$ cat config.mk
export PLATFORM = sky130hd
export DESIGN_NAME = valid_mode_fir_convolver_unit
export DESIGN_NICKNAME = d
export VERILOG_FILES = /design/src/hw/rtl/vmfc_pkg.sv /design/src/hw/rtl/valid_mode_fir_convolver_unit.sv /design/src/hw/rtl/vmfc_history.sv /design/src/hw/rtl/vmfc_mac.sv
export SDC_FILE = /design/constraint.sdc
export NUM_CORES = 2
export LEC_CHECK = 0
export BUFFER_PORTS_ARGS = -buffer_cell sky130_fd_sc_hd__buf_2
export CAP_MARGIN = 20
export CELL_PAD_IN_SITES_DETAIL_PLACEMENT = 1
export CELL_PAD_IN_SITES_GLOBAL_PLACEMENT = 1
export CORE_MARGIN = 1
export CORE_UTILIZATION = 50
export DETAILED_ROUTE_END_ITERATION = 10
export PLACE_DENSITY_LB_ADDON = 0.1
export SLEW_MARGIN = 20
export SYNTH_ARGS = -nofsm -noshare
export SYNTH_HDL_FRONTEND = slang
export SYNTH_SLANG_ARGS = --single-unit
$ cat constraint.sdc
create_clock -name clk -period 23.6 [get_ports clk]
set_clock_uncertainty 0.2 [all_clocks]
set_input_delay 1.18 -clock clk [delete_from_list [all_inputs] [get_ports clk]]
set_output_delay 1.18 -clock clk [all_outputs]
set_load 0.05 [all_outputs]
$ cat src/hw/rtl/vmfc_pkg.sv
package vmfc_pkg;

  // Default sizes of the sample history and of the frame
  localparam int DEF_MAX_TAPS  = 15;
  localparam int DEF_MAX_FRAME = 4096;

  // Field and register widths
  localparam int SAMPLE_W   = 16;
  localparam int TAP_W      = 16;
  localparam int TAP_COUNT  = 15;
  localparam int OUT_W      = 24;
  localparam int POS_W      = 12;
  localparam int KLEN_W     = 4;
  localparam int FLEN_W     = 13;
  localparam int CFG_IDX_W  = 3;
  localparam int CFG_DATA_W = 64;
  localparam int TAPS3_W    = 48;

  // Arithmetic: Q1.15 x Q5.11 products, Q.26 sum, Q.15 result
  localparam int PROD_W     = SAMPLE_W + TAP_W;
  localparam int ACC_W      = PROD_W + 4;
  localparam int FRAC_SHIFT = 11;

  localparam logic signed [OUT_W-1:0] SAT_HI = {1'b0, {(OUT_W-1){1'b1}}};
  localparam logic signed [OUT_W-1:0] SAT_LO = {1'b1, {(OUT_W-1){1'b0}}};

  // Register reset values
  localparam logic [KLEN_W-1:0] KLEN_RESET = 4'd5;
  localparam logic [FLEN_W-1:0] FLEN_RESET = 13'd64;

  // Configuration register indexes
  typedef enum logic [CFG_IDX_W-1:0] {
    CFG_KERNEL_TAPS   = 3'd0,
    CFG_FRAME_LENGTH  = 3'd1,
    CFG_TAPS_0_3      = 3'd2,
    CFG_TAPS_4_7      = 3'd3,
    CFG_TAPS_8_11     = 3'd4,
    CFG_TAPS_12_14    = 3'd5
  } cfg_reg_t;

  // Sequencer states
  typedef enum logic [2:0] {
    ST_IDLE,
    ST_MAC,
    ST_DRAIN,
    ST_EMIT,
    ST_TAIL
  } state_t;

  // Control from the sequencer to the multiply-accumulate unit
  typedef struct packed {
    logic clear;
    logic issue;
  } mac_ctrl_t;

  // Rounded and clipped sum from the multiply-accumulate unit
  typedef struct packed {
    logic signed [OUT_W-1:0] value;
    logic                    saturated;
  } mac_result_t;

endpackage

$ cat src/hw/rtl/valid_mode_fir_convolver_unit.sv
// Valid-mode FIR convolver (correlation form, taps not flipped).
//
// Samples arrive on the sample channel (sample_valid / sample_stall) and
// results leave on the result channel (result_valid / result_stall); a
// transfer happens at a clock edge with valid high and stall low. The
// configuration channel (cfg_valid / cfg_ready, cfg_index, cfg_data) is
// always ready and should be written only while the block is idle.
//
// One shared multiplier steps through the taps of the kernel, one tap a
// cycle, into a product register and an accumulator. With K taps in use,
// a sample that produces a filtered value steps through all K taps in the
// MAC state, then DRAIN and EMIT, before the block takes the next sample;
// the result is loaded into the output register from EMIT. At the last sample of a
// frame each unreachable tail position adds one more result.
// A sample that produces no result leaves the block idle, ready for the next one.
//
// The result sits in an output register; while the receiver stalls it
// holds, and the sequencer waits before loading the next one. Synchronous
// reset clears the sample history, the frame count and the result valid,
// and loads a 5-tap kernel, frame_length 64 and all taps zero.
module valid_mode_fir_convolver_unit
  import vmfc_pkg::*;
#(
  parameter int MAX_TAPS  = DEF_MAX_TAPS,
  parameter int MAX_FRAME = DEF_MAX_FRAME
) (
  input  logic                         clk,
  input  logic                         rst,
  input  logic                         cfg_valid,
  output logic                         cfg_ready,
  input  logic        [CFG_IDX_W-1:0]  cfg_index,
  input  logic        [CFG_DATA_W-1:0] cfg_data,
  input  logic                         sample_valid,
  output logic                         sample_stall,
  input  logic signed [SAMPLE_W-1:0]   sample,
  output logic                         result_valid,
  input  logic                         result_stall,
  output logic signed [OUT_W-1:0]      filtered,
  output logic        [POS_W-1:0]      out_position,
  output logic                         saturated,
  output logic                         frame_end
);

  localparam int CW = $clog2(MAX_FRAME);
  localparam int FW = $clog2(MAX_FRAME + 1);

  // Configuration registers
  logic [KLEN_W-1:0]     kernel_taps;
  logic [FLEN_W-1:0]     frame_length;
  logic [CFG_DATA_W-1:0] taps_0_to_3;
  logic [CFG_DATA_W-1:0] taps_4_to_7;
  logic [CFG_DATA_W-1:0] taps_8_to_11;
  logic [TAPS3_W-1:0]    taps_12_to_14;
  logic [TAP_W*TAP_COUNT-1:0] tap_bits;

  // Sequencer state
  state_t            state, state_next;
  logic [CW-1:0]     count, count_next;
  logic [KLEN_W-1:0] k_r, k_next;
  logic [FW-1:0]     f_r, f_next;
  logic [KLEN_W-1:0] tap_i, tap_i_next;
  logic [FW-1:0]     tail_pos, tail_pos_next;
  logic [POS_W-1:0]  val_pos, val_pos_next;
  logic              tail_any, tail_any_next;
  logic              frame_done, frame_done_next;

  // Per-sample decode
  logic              accept;
  logic [KLEN_W-1:0] k_eff;
  logic [FW-1:0]     f_eff;
  logic [CW-1:0]     n_eff;
  logic [CW:0]       n_inc;
  logic              do_val;
  logic              do_tail;

  // Datapath links
  mac_ctrl_t                  mac_ctrl;
  mac_result_t                mac_res;
  logic signed [TAP_W-1:0]    tap_word;
  logic signed [SAMPLE_W-1:0] hist_word;
  logic        [KLEN_W-1:0]   hist_idx;

  // Output register
  logic                    slot_free;
  logic                    out_load;
  logic signed [OUT_W-1:0] filtered_next;
  logic [POS_W-1:0]        out_position_next;
  logic                    saturated_next;
  logic                    frame_end_next;

  assign cfg_ready = 1'b1;

  // Write configuration registers
  always_ff @(posedge clk) begin
    if (rst) begin
      kernel_taps   <= KLEN_RESET;
      frame_length  <= FLEN_RESET;
      taps_0_to_3   <= '0;
      taps_4_to_7   <= '0;
      taps_8_to_11  <= '0;
      taps_12_to_14 <= '0;
    end else if (cfg_valid && cfg_ready) begin
      case (cfg_reg_t'(cfg_index))
        CFG_KERNEL_TAPS:   kernel_taps   <= cfg_data[KLEN_W-1:0];
        CFG_FRAME_LENGTH:  frame_length  <= cfg_data[FLEN_W-1:0];
        CFG_TAPS_0_3:      taps_0_to_3   <= cfg_data;
        CFG_TAPS_4_7:      taps_4_to_7   <= cfg_data;
        CFG_TAPS_8_11:     taps_8_to_11  <= cfg_data;
        CFG_TAPS_12_14:    taps_12_to_14 <= cfg_data[TAPS3_W-1:0];
        default: ;
      endcase
    end
  end

  assign tap_bits = {taps_12_to_14, taps_8_to_11, taps_4_to_7, taps_0_to_3};

  // Clamp lengths and place the arriving sample in its frame
  always_comb begin
    if (kernel_taps == '0) begin
      k_eff = KLEN_W'(1);
    end else if (kernel_taps > MAX_TAPS) begin
      k_eff = KLEN_W'(MAX_TAPS);
    end else begin
      k_eff = kernel_taps;
    end
    if (frame_length == '0) begin
      f_eff = FW'(1);
    end else if (frame_length > MAX_FRAME) begin
      f_eff = FW'(MAX_FRAME);
    end else begin
      f_eff = FW'(frame_length);
    end
    n_eff   = (count >= f_eff) ? '0 : count;
    n_inc   = {1'b0, n_eff} + 1'b1;
    do_val  = n_inc >= (CW+1)'(k_eff);
    do_tail = n_inc == (CW+1)'(f_eff);
  end

  assign sample_stall = (state != ST_IDLE);
  assign accept       = sample_valid && !sample_stall;
  assign slot_free    = !result_valid || !result_stall;

  // Operand selection for the shared multiplier
  assign tap_word = tap_bits[TAP_W*tap_i +: TAP_W];
  assign hist_idx = k_r - KLEN_W'(1) - tap_i;

  vmfc_history #(
    .DEPTH (MAX_TAPS)
  ) u_history (
    .clk      (clk),
    .rst      (rst),
    .shift_en (accept),
    .din      (sample),
    .rd_idx   (hist_idx),
    .rd_data  (hist_word)
  );

  vmfc_mac u_mac (
    .clk    (clk),
    .rst    (rst),
    .ctrl   (mac_ctrl),
    .tap    (tap_word),
    .smp    (hist_word),
    .result (mac_res)
  );

  // Hold the sequencer state
  always_ff @(posedge clk) begin
    if (rst) begin
      state <= ST_IDLE;
      count <= '0;
    end else begin
      state <= state_next;
      count <= count_next;
    end
  end

  always_ff @(posedge clk) begin
    k_r        <= k_next;
    f_r        <= f_next;
    tap_i      <= tap_i_next;
    tail_pos   <= tail_pos_next;
    val_pos    <= val_pos_next;
    tail_any   <= tail_any_next;
    frame_done <= frame_done_next;
  end

  // Next state, multiplier control and output loads
  always_comb begin
    state_next        = state;
    count_next        = count;
    k_next            = k_r;
    f_next            = f_r;
    tap_i_next        = tap_i;
    tail_pos_next     = tail_pos;
    val_pos_next      = val_pos;
    tail_any_next     = tail_any;
    frame_done_next   = frame_done;
    mac_ctrl          = '0;
    out_load          = 1'b0;
    filtered_next     = '0;
    out_position_next = '0;
    saturated_next    = 1'b0;
    frame_end_next    = 1'b0;

    case (state)
      ST_IDLE: begin
        if (accept) begin
          mac_ctrl.clear  = 1'b1;
          k_next          = k_eff;
          f_next          = f_eff;
          tap_i_next      = '0;
          val_pos_next    = POS_W'(n_inc - (CW+1)'(k_eff));
          frame_done_next = do_tail;
          tail_any_next   = do_tail && (k_eff != KLEN_W'(1));
          tail_pos_next   = ((CW+1)'(k_eff) <= (CW+1)'(f_eff)) ?
                            f_eff - FW'(k_eff) + FW'(1) : '0;
          count_next      = do_tail ? '0 : n_inc[CW-1:0];
          if (do_val) begin
            state_next = ST_MAC;
          end else if (do_tail) begin
            state_next = ST_TAIL;
          end
        end
      end

      ST_MAC: begin
        mac_ctrl.issue = 1'b1;
        tap_i_next     = tap_i + KLEN_W'(1);
        if (tap_i == k_r - KLEN_W'(1)) begin
          state_next = ST_DRAIN;
        end
      end

      ST_DRAIN: begin
        state_next = ST_EMIT;
      end

      ST_EMIT: begin
        if (slot_free) begin
          out_load          = 1'b1;
          filtered_next     = mac_res.value;
          out_position_next = val_pos;
          saturated_next    = mac_res.saturated;
          frame_end_next    = frame_done && !tail_any;
          state_next        = tail_any ? ST_TAIL : ST_IDLE;
        end
      end

      ST_TAIL: begin
        if (slot_free) begin
          out_load          = 1'b1;
          out_position_next = POS_W'(tail_pos);
          frame_end_next    = (tail_pos == f_r - FW'(1));
          tail_pos_next     = tail_pos + FW'(1);
          if (frame_end_next) begin
            state_next = ST_IDLE;
          end
        end
      end

      default: begin
        state_next = ST_IDLE;
      end
    endcase
  end

  // Output register: load when free, drop valid after the transfer
  always_ff @(posedge clk) begin
    if (rst) begin
      result_valid <= 1'b0;
    end else if (out_load) begin
      result_valid <= 1'b1;
    end else if (!result_stall) begin
      result_valid <= 1'b0;
    end
  end

  always_ff @(posedge clk) begin
    if (out_load) begin
      filtered     <= filtered_next;
      out_position <= out_position_next;
      saturated    <= saturated_next;
      frame_end    <= frame_end_next;
    end
  end

endmodule

$ cat src/hw/rtl/vmfc_history.sv
module vmfc_history
  import vmfc_pkg::*;
#(
  parameter int DEPTH = DEF_MAX_TAPS
) (
  input  logic                       clk,
  input  logic                       rst,
  input  logic                       shift_en,
  input  logic signed [SAMPLE_W-1:0] din,
  input  logic        [KLEN_W-1:0]   rd_idx,
  output logic signed [SAMPLE_W-1:0] rd_data
);

  localparam int IW = (DEPTH > 1) ? $clog2(DEPTH) : 1;

  logic signed [SAMPLE_W-1:0] hist [DEPTH];
  logic        [IW-1:0]       idx;

  // Shift the newest sample in at the head
  always_ff @(posedge clk) begin
    if (rst) begin
      for (int j = 0; j < DEPTH; j++) begin
        hist[j] <= '0;
      end
    end else if (shift_en) begin
      hist[0] <= din;
      for (int j = 1; j < DEPTH; j++) begin
        hist[j] <= hist[j-1];
      end
    end
  end

  // Select one entry for the multiplier
  assign idx     = IW'(rd_idx);
  assign rd_data = hist[idx];

endmodule

$ cat src/hw/rtl/vmfc_mac.sv
module vmfc_mac
  import vmfc_pkg::*;
(
  input  logic                       clk,
  input  logic                       rst,
  input  mac_ctrl_t                  ctrl,
  input  logic signed [TAP_W-1:0]    tap,
  input  logic signed [SAMPLE_W-1:0] smp,
  output mac_result_t                result
);

  localparam int QW = ACC_W - FRAC_SHIFT;

  logic signed [PROD_W-1:0] prod;
  logic                     prod_valid;
  logic signed [ACC_W-1:0]  acc;
  logic signed [QW-1:0]     q;
  logic        [QW-OUT_W:0] q_top;

  // Register the product before it is summed
  always_ff @(posedge clk) begin
    if (rst) begin
      prod_valid <= 1'b0;
    end else if (ctrl.clear) begin
      prod_valid <= 1'b0;
    end else begin
      prod_valid <= ctrl.issue;
    end
  end

  always_ff @(posedge clk) begin
    if (ctrl.issue) begin
      prod <= tap * smp;
    end
  end

  // Accumulate one product a cycle
  always_ff @(posedge clk) begin
    if (ctrl.clear) begin
      acc <= '0;
    end else if (prod_valid) begin
      acc <= acc + ACC_W'(prod);
    end
  end

  // Floor to Q.15 and clip to the output range
  always_comb begin
    q     = acc[ACC_W-1:FRAC_SHIFT];
    q_top = q[QW-1:OUT_W-1];
    if ((&q_top) || !(|q_top)) begin
      result.value     = q[OUT_W-1:0];
      result.saturated = 1'b0;
    end else begin
      result.value     = q[QW-1] ? SAT_LO : SAT_HI;
      result.saturated = 1'b1;
    end
  end

endmodule

**Word level (Yosys, flattened, before mapping)**

Memory sizes are Yosys's and may differ from the RTL's.
Index checks and enable logic that the tools add are counted.

- Register bits: 428
- Memory bits (writable): 240
- Input bits: 88
- Output and inout port bits: 41
- Word-level logic and storage cells: 161
- Memories kept: 1

Memory list:

| memory | words | bits a word | rd ports | clocked after memory_dff | write ports | RTL line | source |
|---|---|---|---|---|---|---|---|
| u_history.hist | 15 | 16 | 15 | 0 | 15 | vmfc_history.sv:16 | `logic signed [SAMPLE_W-1:0] hist [DEPTH];` |

- Add/sub/neg operators: 10
- Multiply operators: 1
- $lt $le $gt $ge: 4
- Eq/ne operators: 20
- Shifts and indexed selects: 1
- Multiplexer cells: 54
- Bitwise gates (word level): 15
- Reduce and logical (&&, ||, !) cells: 32

Operators with widths:

| operator | count |
|---|---|
| two-way mux 16 bit | 15 |
| indexed part select 240 x 9 -> 16 bit | 1 |
| two-way mux 13 bit | 5 |
| two-way mux 12 bit | 4 |
| adder 36 x 32 -> 36 bit | 1 |
| multiplier 16 x 16 -> 32 bit | 1 |
| adder 13 x 1 -> 13 bit (second input constant) | 2 |
| equality test 13 bit | 2 |
| one-hot mux 13 bit (2 select lines) | 1 |
| two-way mux 25 bit | 1 |
| two-way mux 24 bit | 1 |
| two-way mux 3 bit | 8 |
| one-hot mux 12 bit (2 select lines) | 1 |
| AND reduction 2 bit | 10 |
| bitwise OR 1 bit | 15 |
| one-hot mux 3 bit (5 select lines) | 1 |
| adder 12 x 1 -> 13 bit (second input constant) | 1 |
| greater-or-equal comparator 12 x 13 -> 1 bit | 1 |
| greater-or-equal comparator 13 x 4 -> 1 bit | 1 |
| > comparator 13 bit (second input constant) | 1 |
| <= comparator 4 x 13 -> 1 bit | 1 |
| logical NOT 13 bit | 1 |
| two-way mux 1 bit | 13 |
| subtractor 13 x 1 -> 13 bit (second input constant) | 1 |
| other kinds (26) | 48 |

**Longest topological paths before layout**

- Word-level depth: 11
- Gate-level depth with buffers: 35
- Depth with buffers taken out: 33

**Hierarchy**

From an unflattened synthesis, not the netlist that was laid out.

- Cells, all modules: 4169
- Area, all modules: 42269.3 sq um

By module, submodules not included:

| module | times used | cells an instance | area an instance (sq um) | sequential area each (sq um) |
|---|---|---|---|---|
| valid_mode_fir_convolver_unit | 1 | 1967 | 17377.9 | 8047.7 |
| vmfc_mac | 1 | 1538 | 14127.3 | 1701.6 |
| vmfc_history | 1 | 664 | 10764.1 | 7206.9 |

**Worst setup path before layout**

Ideal clock, no wire load.

- Path kind: reg2reg
- Start point: reg tap_i[2]
- End point: reg u_mac.prod[30], data pin
- Setup time: 0.258 ns
- Arrival time: 8.981 ns
- Data required time: 23.142 ns
- Path slack: 14.161 ns
- Stages on the path, launching flop included: 34
- Buffers on the path: 5
- Period minus slack after synthesis: 9.439 ns
- Cell sequence: edfxtp_1 > clkbuf_1 > buf_1 > inv_1 > ha_1 > xor2_2 > buf_2 > buf_2 > nor2_1 > a211oi_1 > a211oi_1 > a21oi_1 > clkbuf_1 > nand2_1 > fa_1 > inv_1 > fa_1 > inv_1 > fa_1 > inv_1 > fa_1 > fa_1 > inv_1 > fa_1 > inv_1 > ha_1 > a211o_1 > nor3b_1 > a21oi_1 > a22o_1 > o41ai_1 > o2111ai_1 > a21oi_1 > xnor2_1

- Longest elaborated chain between the ends: 3
- Elaborated cells between the ends (all ways): 4
- Classes of those cells: add/sub (1); mul (1); shift (1); memory (1)

Ends and longest elaborated chain:

| element | RTL line | source |
|---|---|---|
| from (decl) | valid_mode_fir_convolver_unit.sv:61 | `logic [KLEN_W-1:0] tap_i, tap_i_next;` |
| from (signal assigned) | valid_mode_fir_convolver_unit.sv:181 | `tap_i <= tap_i_next;` |
| subtractor 4 bit | valid_mode_fir_convolver_unit.sv:145 | `assign hist_idx = k_r - KLEN_W'(1) - tap_i;` |
| memory read (15 x 16 bit) | - |  |
| multiplier 16 x 16 -> 32 bit * | vmfc_mac.sv:33 | `prod <= tap * smp;` |
| to (signal assigned) | vmfc_mac.sv:33 |  |
| to (decl) | vmfc_mac.sv:14 | `logic signed [PROD_W-1:0] prod;` |

Every way passes the cells marked *; elsewhere a longest branch is shown, timed or not.
A chain may end at the register's enable or synchronous reset.

**Worst setup path after layout**

- Start point: reg k_r[0]
- End point: reg u_mac.prod[30], data pin

- Longest elaborated chain between the ends: 4

Ends and longest elaborated chain:

| element | RTL line | source |
|---|---|---|
| from (decl) | valid_mode_fir_convolver_unit.sv:59 | `logic [KLEN_W-1:0] k_r, k_next;` |
| from (signal assigned) | valid_mode_fir_convolver_unit.sv:179 | `k_r <= k_next;` |
| subtractor 4 x 1 -> 4 bit | valid_mode_fir_convolver_unit.sv:145 |  |
| subtractor 4 bit | valid_mode_fir_convolver_unit.sv:145 |  |
| memory read (15 x 16 bit) | - |  |
| multiplier 16 x 16 -> 32 bit | vmfc_mac.sv:33 |  |

No other way between the ends.

==> impl_metrics.toml <==
[sta]
setup_viol = 0
rsz0062_at_grt = "no"
maxSlewHeadroom_pct = 24.60
period_share_pct = 41.31
final.setup.tns_ns = 0
layout_min_cycle_time_ns = 9.750
hold_violations = 0
max_clock_freq_ghz = 0.1026
whs_ns = 0.2522
worstMarginPinSlew_ns = 1.131
slew_violations = 0

[route]
routed_wl_um = 115000
vias = 30506
drt_pass1_iterations = 5
dr.first_iter.drc_count = 1627
drc = 0
routedWlPerCell_um = 21.57
viasPerCell = 5.720
ant_nets = 0

[clocking]
cts_tree = "yes"
cts_hold_buf = 0
cts_made_buffers = 77
cts_sinks = 668
cts_max_level = 3
cts_buffer_depth = 3
cts-resized-gates = 0
clkLatencyLatePin_ns = 0.65
clockRootBuffer = "clkbuf_16"
cts_setup_buffers = 0
clk_pin_slew_worst_paths_ns = 0.06

[place]
port_buffers = 127
gp_congestion = 0.8859
place_hpwl_um = 79340
dpl_cell_area_um2 = 43440

[critical_path]
worst_ep_arrival_time_ns = 9.94
worst_r2r_endpoint = "u_mac.prod[30]"
start_kind = "register"
cpMostUsedCell = "fa_1"
cp_slowest_cell = "mux4_2"
regToRegStartpoint = "k_r[0]"
reg2regPathDepth = 30
rrSetupSlack_ns = 13.85
critical_path_class = "reg2reg"
critical_path.max_fanout = 37
cp.required_ns = 23.79
critPathMaxStageDelay_ns = 0.60
worst_setup_path_end_kind = "register"

[synth]
synth_area_leaders = "edfxtp_1 26%, dfxtp_1 15%, fa_1 13%"
synth_seq_cells = 668
synth-edff-count = 358
syn_inst = 4206
seq_area_frac_synth_pct = 40.39
post-synth-top-area-cell = "edfxtp_1"
synthFlopType = "edfxtp_1"
ys_types = 76
syn_area_um2 = 41980
ys_warn_count = 0
synth.top_cell.area_share_pct = 25.61
syn_avg_cell_area_um2 = 9.982
ys_async_sr_fraction_pct = 0
syn_nets = 4727

[min_path]
min_path_cells = 2
holdCritStartpoint = "taps_0_to_3[0]"
min_to = "taps_0_to_3[0]"
hold_class = "reg2reg"

[die]
start_util_pct = 50.80
dieHeight_um = 291.8
row_count = 105
num_io_pins = 129
core_region_area_um2 = 82640
dieArea_um2 = 85130
die-width_um = 291.8

[finish]
syn2layout_area_growth_pct = 9.668
drive_above_1_share_pct = 10.53
mostFrequentLayoutCells = "750 x nand2_1, 395 x inv_1, 383 x a21oi_1"
final_cell_area_um2 = 46040
final_net_count = 4722
diodes = 0
fillers = 9067
final_common_cell = "nand2_1"

[global_routing]
grt_usage_pct = 27.28
grt_pass1_wl_um = 183000
grt.busiest_layer = "met2"
overflow = 0
grt_use_met2_pct = 47.33
grt_pass1_vias = 32506
use_met1_pct = 35.60
grt_use_met3_pct = 3.958
grt_max_degree = 201
grt_antenna_before_repair = 8

[power_and_ir_drop]
powerDensity_nw_per_um2 = 85.20
vdd_ir_drop_max_mv = 0.05343
total_leakage_power_nw = 19.08

[job]
maxCapViolCount = 0

[outcome]
status = "finished clean"
[cell type report]
class                           count  area [um^2]  share of cell area [%]
Clock inverter                     41        489.2                   1.063
Timing Repair Buffer              173         1007                   2.188
Tap cell                         1070         1339                   2.908
Sequential cell                   668        16960                   36.83
Multi-Input combinational cell   2883        22630                   49.15
Clock buffer                      100         2108                   4.579
Inverter                          398         1509                   3.277
[where the power goes]
group | switching (mW) | internal, mW
logic | 0.803 | 0.491
clock network | 0.509 | 0.715
registers | 0.0557 | 1.35
total | 1.37 | 2.55
[metrics by stage]
stage | std cells | power [mW] | setup WS, ns | utilization [%]
2_1_floorplan | 4206 | 2.329 | 14.16 | -
3_3_place_gp | 5191 | 2.659 | 14.03 | 52.56
3_5_place_dp | 5192 | 2.719 | 13.85 | 52.57
4_1_cts | 5333 | 3.955 | 13.81 | 55.72
5_1_grt | 5333 | 4.141 | 13.32 | 55.72
6_report | 5333 | 3.923 | 13.85 | 55.72
[routing by layer]
metal / vias up / share of wire [%]
met2: 532 / 50
met4: 16 / 2.3
met1: 15512 / 44
met3: 169 / 3.8
li1: 14277 / -
met5: - / 0.066
[worst max-delay path, delay by kind of cell, from the launching register on]
family                     cells  cell delay (ns)
buffers and inverters          8             1.48
xor gates and xnor gates       2             0.21
AOI/OAI and AO/OA              8             2.09
and+or+nand+nor                2             0.34
adders and majority gates      9             4.10
DFF                            1             0.42
muxes                          1             0.60
[flip-flops by register name (all words and copies together), names as in the netlist, 3 cells and up]
signal / flops
taps_12_to_14: 48
kernel_taps: 4
out_position: 12
f_r: 13
tap_i: 4
k_r: 4
filtered: 24
u_mac.acc: 36
taps_8_to_11: 64
u_mac.prod: 32
frame_length: 13
val_pos: 12
taps_0_to_3: 64
count: 12
state: 3
tail_pos: 13
u_history.hist: 240
taps_4_to_7: 64
[cells in the mapped netlist (all sizes together) (15+ instances only)]
cell and number:
nand2 750, inv 397, a21oi 383, edfxtp 358
dfxtp 310, fa 267, clkbuf 225, nor2 205
and3 170, ha 166, mux4 112, nor2b 108
xnor2 80, o21ai 75, mux2i 73, and2 52
nand3 40, a211oi 39, nor3 37, xor2 37
a21o 32, buf 32, nand2b 32, o22ai 16
nand4 15, o21a 15
[worst max-delay path by stage]
| stage | startpoint | end | slack [ns] |
|---|---|---|---|
| 5_1_grt | k_r[0] | u_mac.prod[30] | 13.32 |
| 2_1_floorplan | tap_i[2] | u_mac.prod[30] | 14.16 |
| 3_5_place_dp | k_r[0] | u_mac.prod[30] | 13.85 |
| 6_report | k_r[0] | u_mac.prod[30] | 13.85 |
| 4_1_cts | k_r[0] | u_mac.prod[30] | 13.81 |
| 3_3_place_gp | k_r[0] | u_mac.prod[30] | 14.03 |
[cells by family after synthesis]
group / after synthesis / synth area share [%]
flops: 668 / 40.39
mux: 191 / 7.910
simple gates: 1480 / 16.41
other cells: 1 / 0.008932
buf+inv: 655 / 5.931
compound gates: 660 / 9.161
xor+xnor: 118 / 2.512
fa+ha+maj: 433 / 17.68
(Power assumes the default switching activity.)
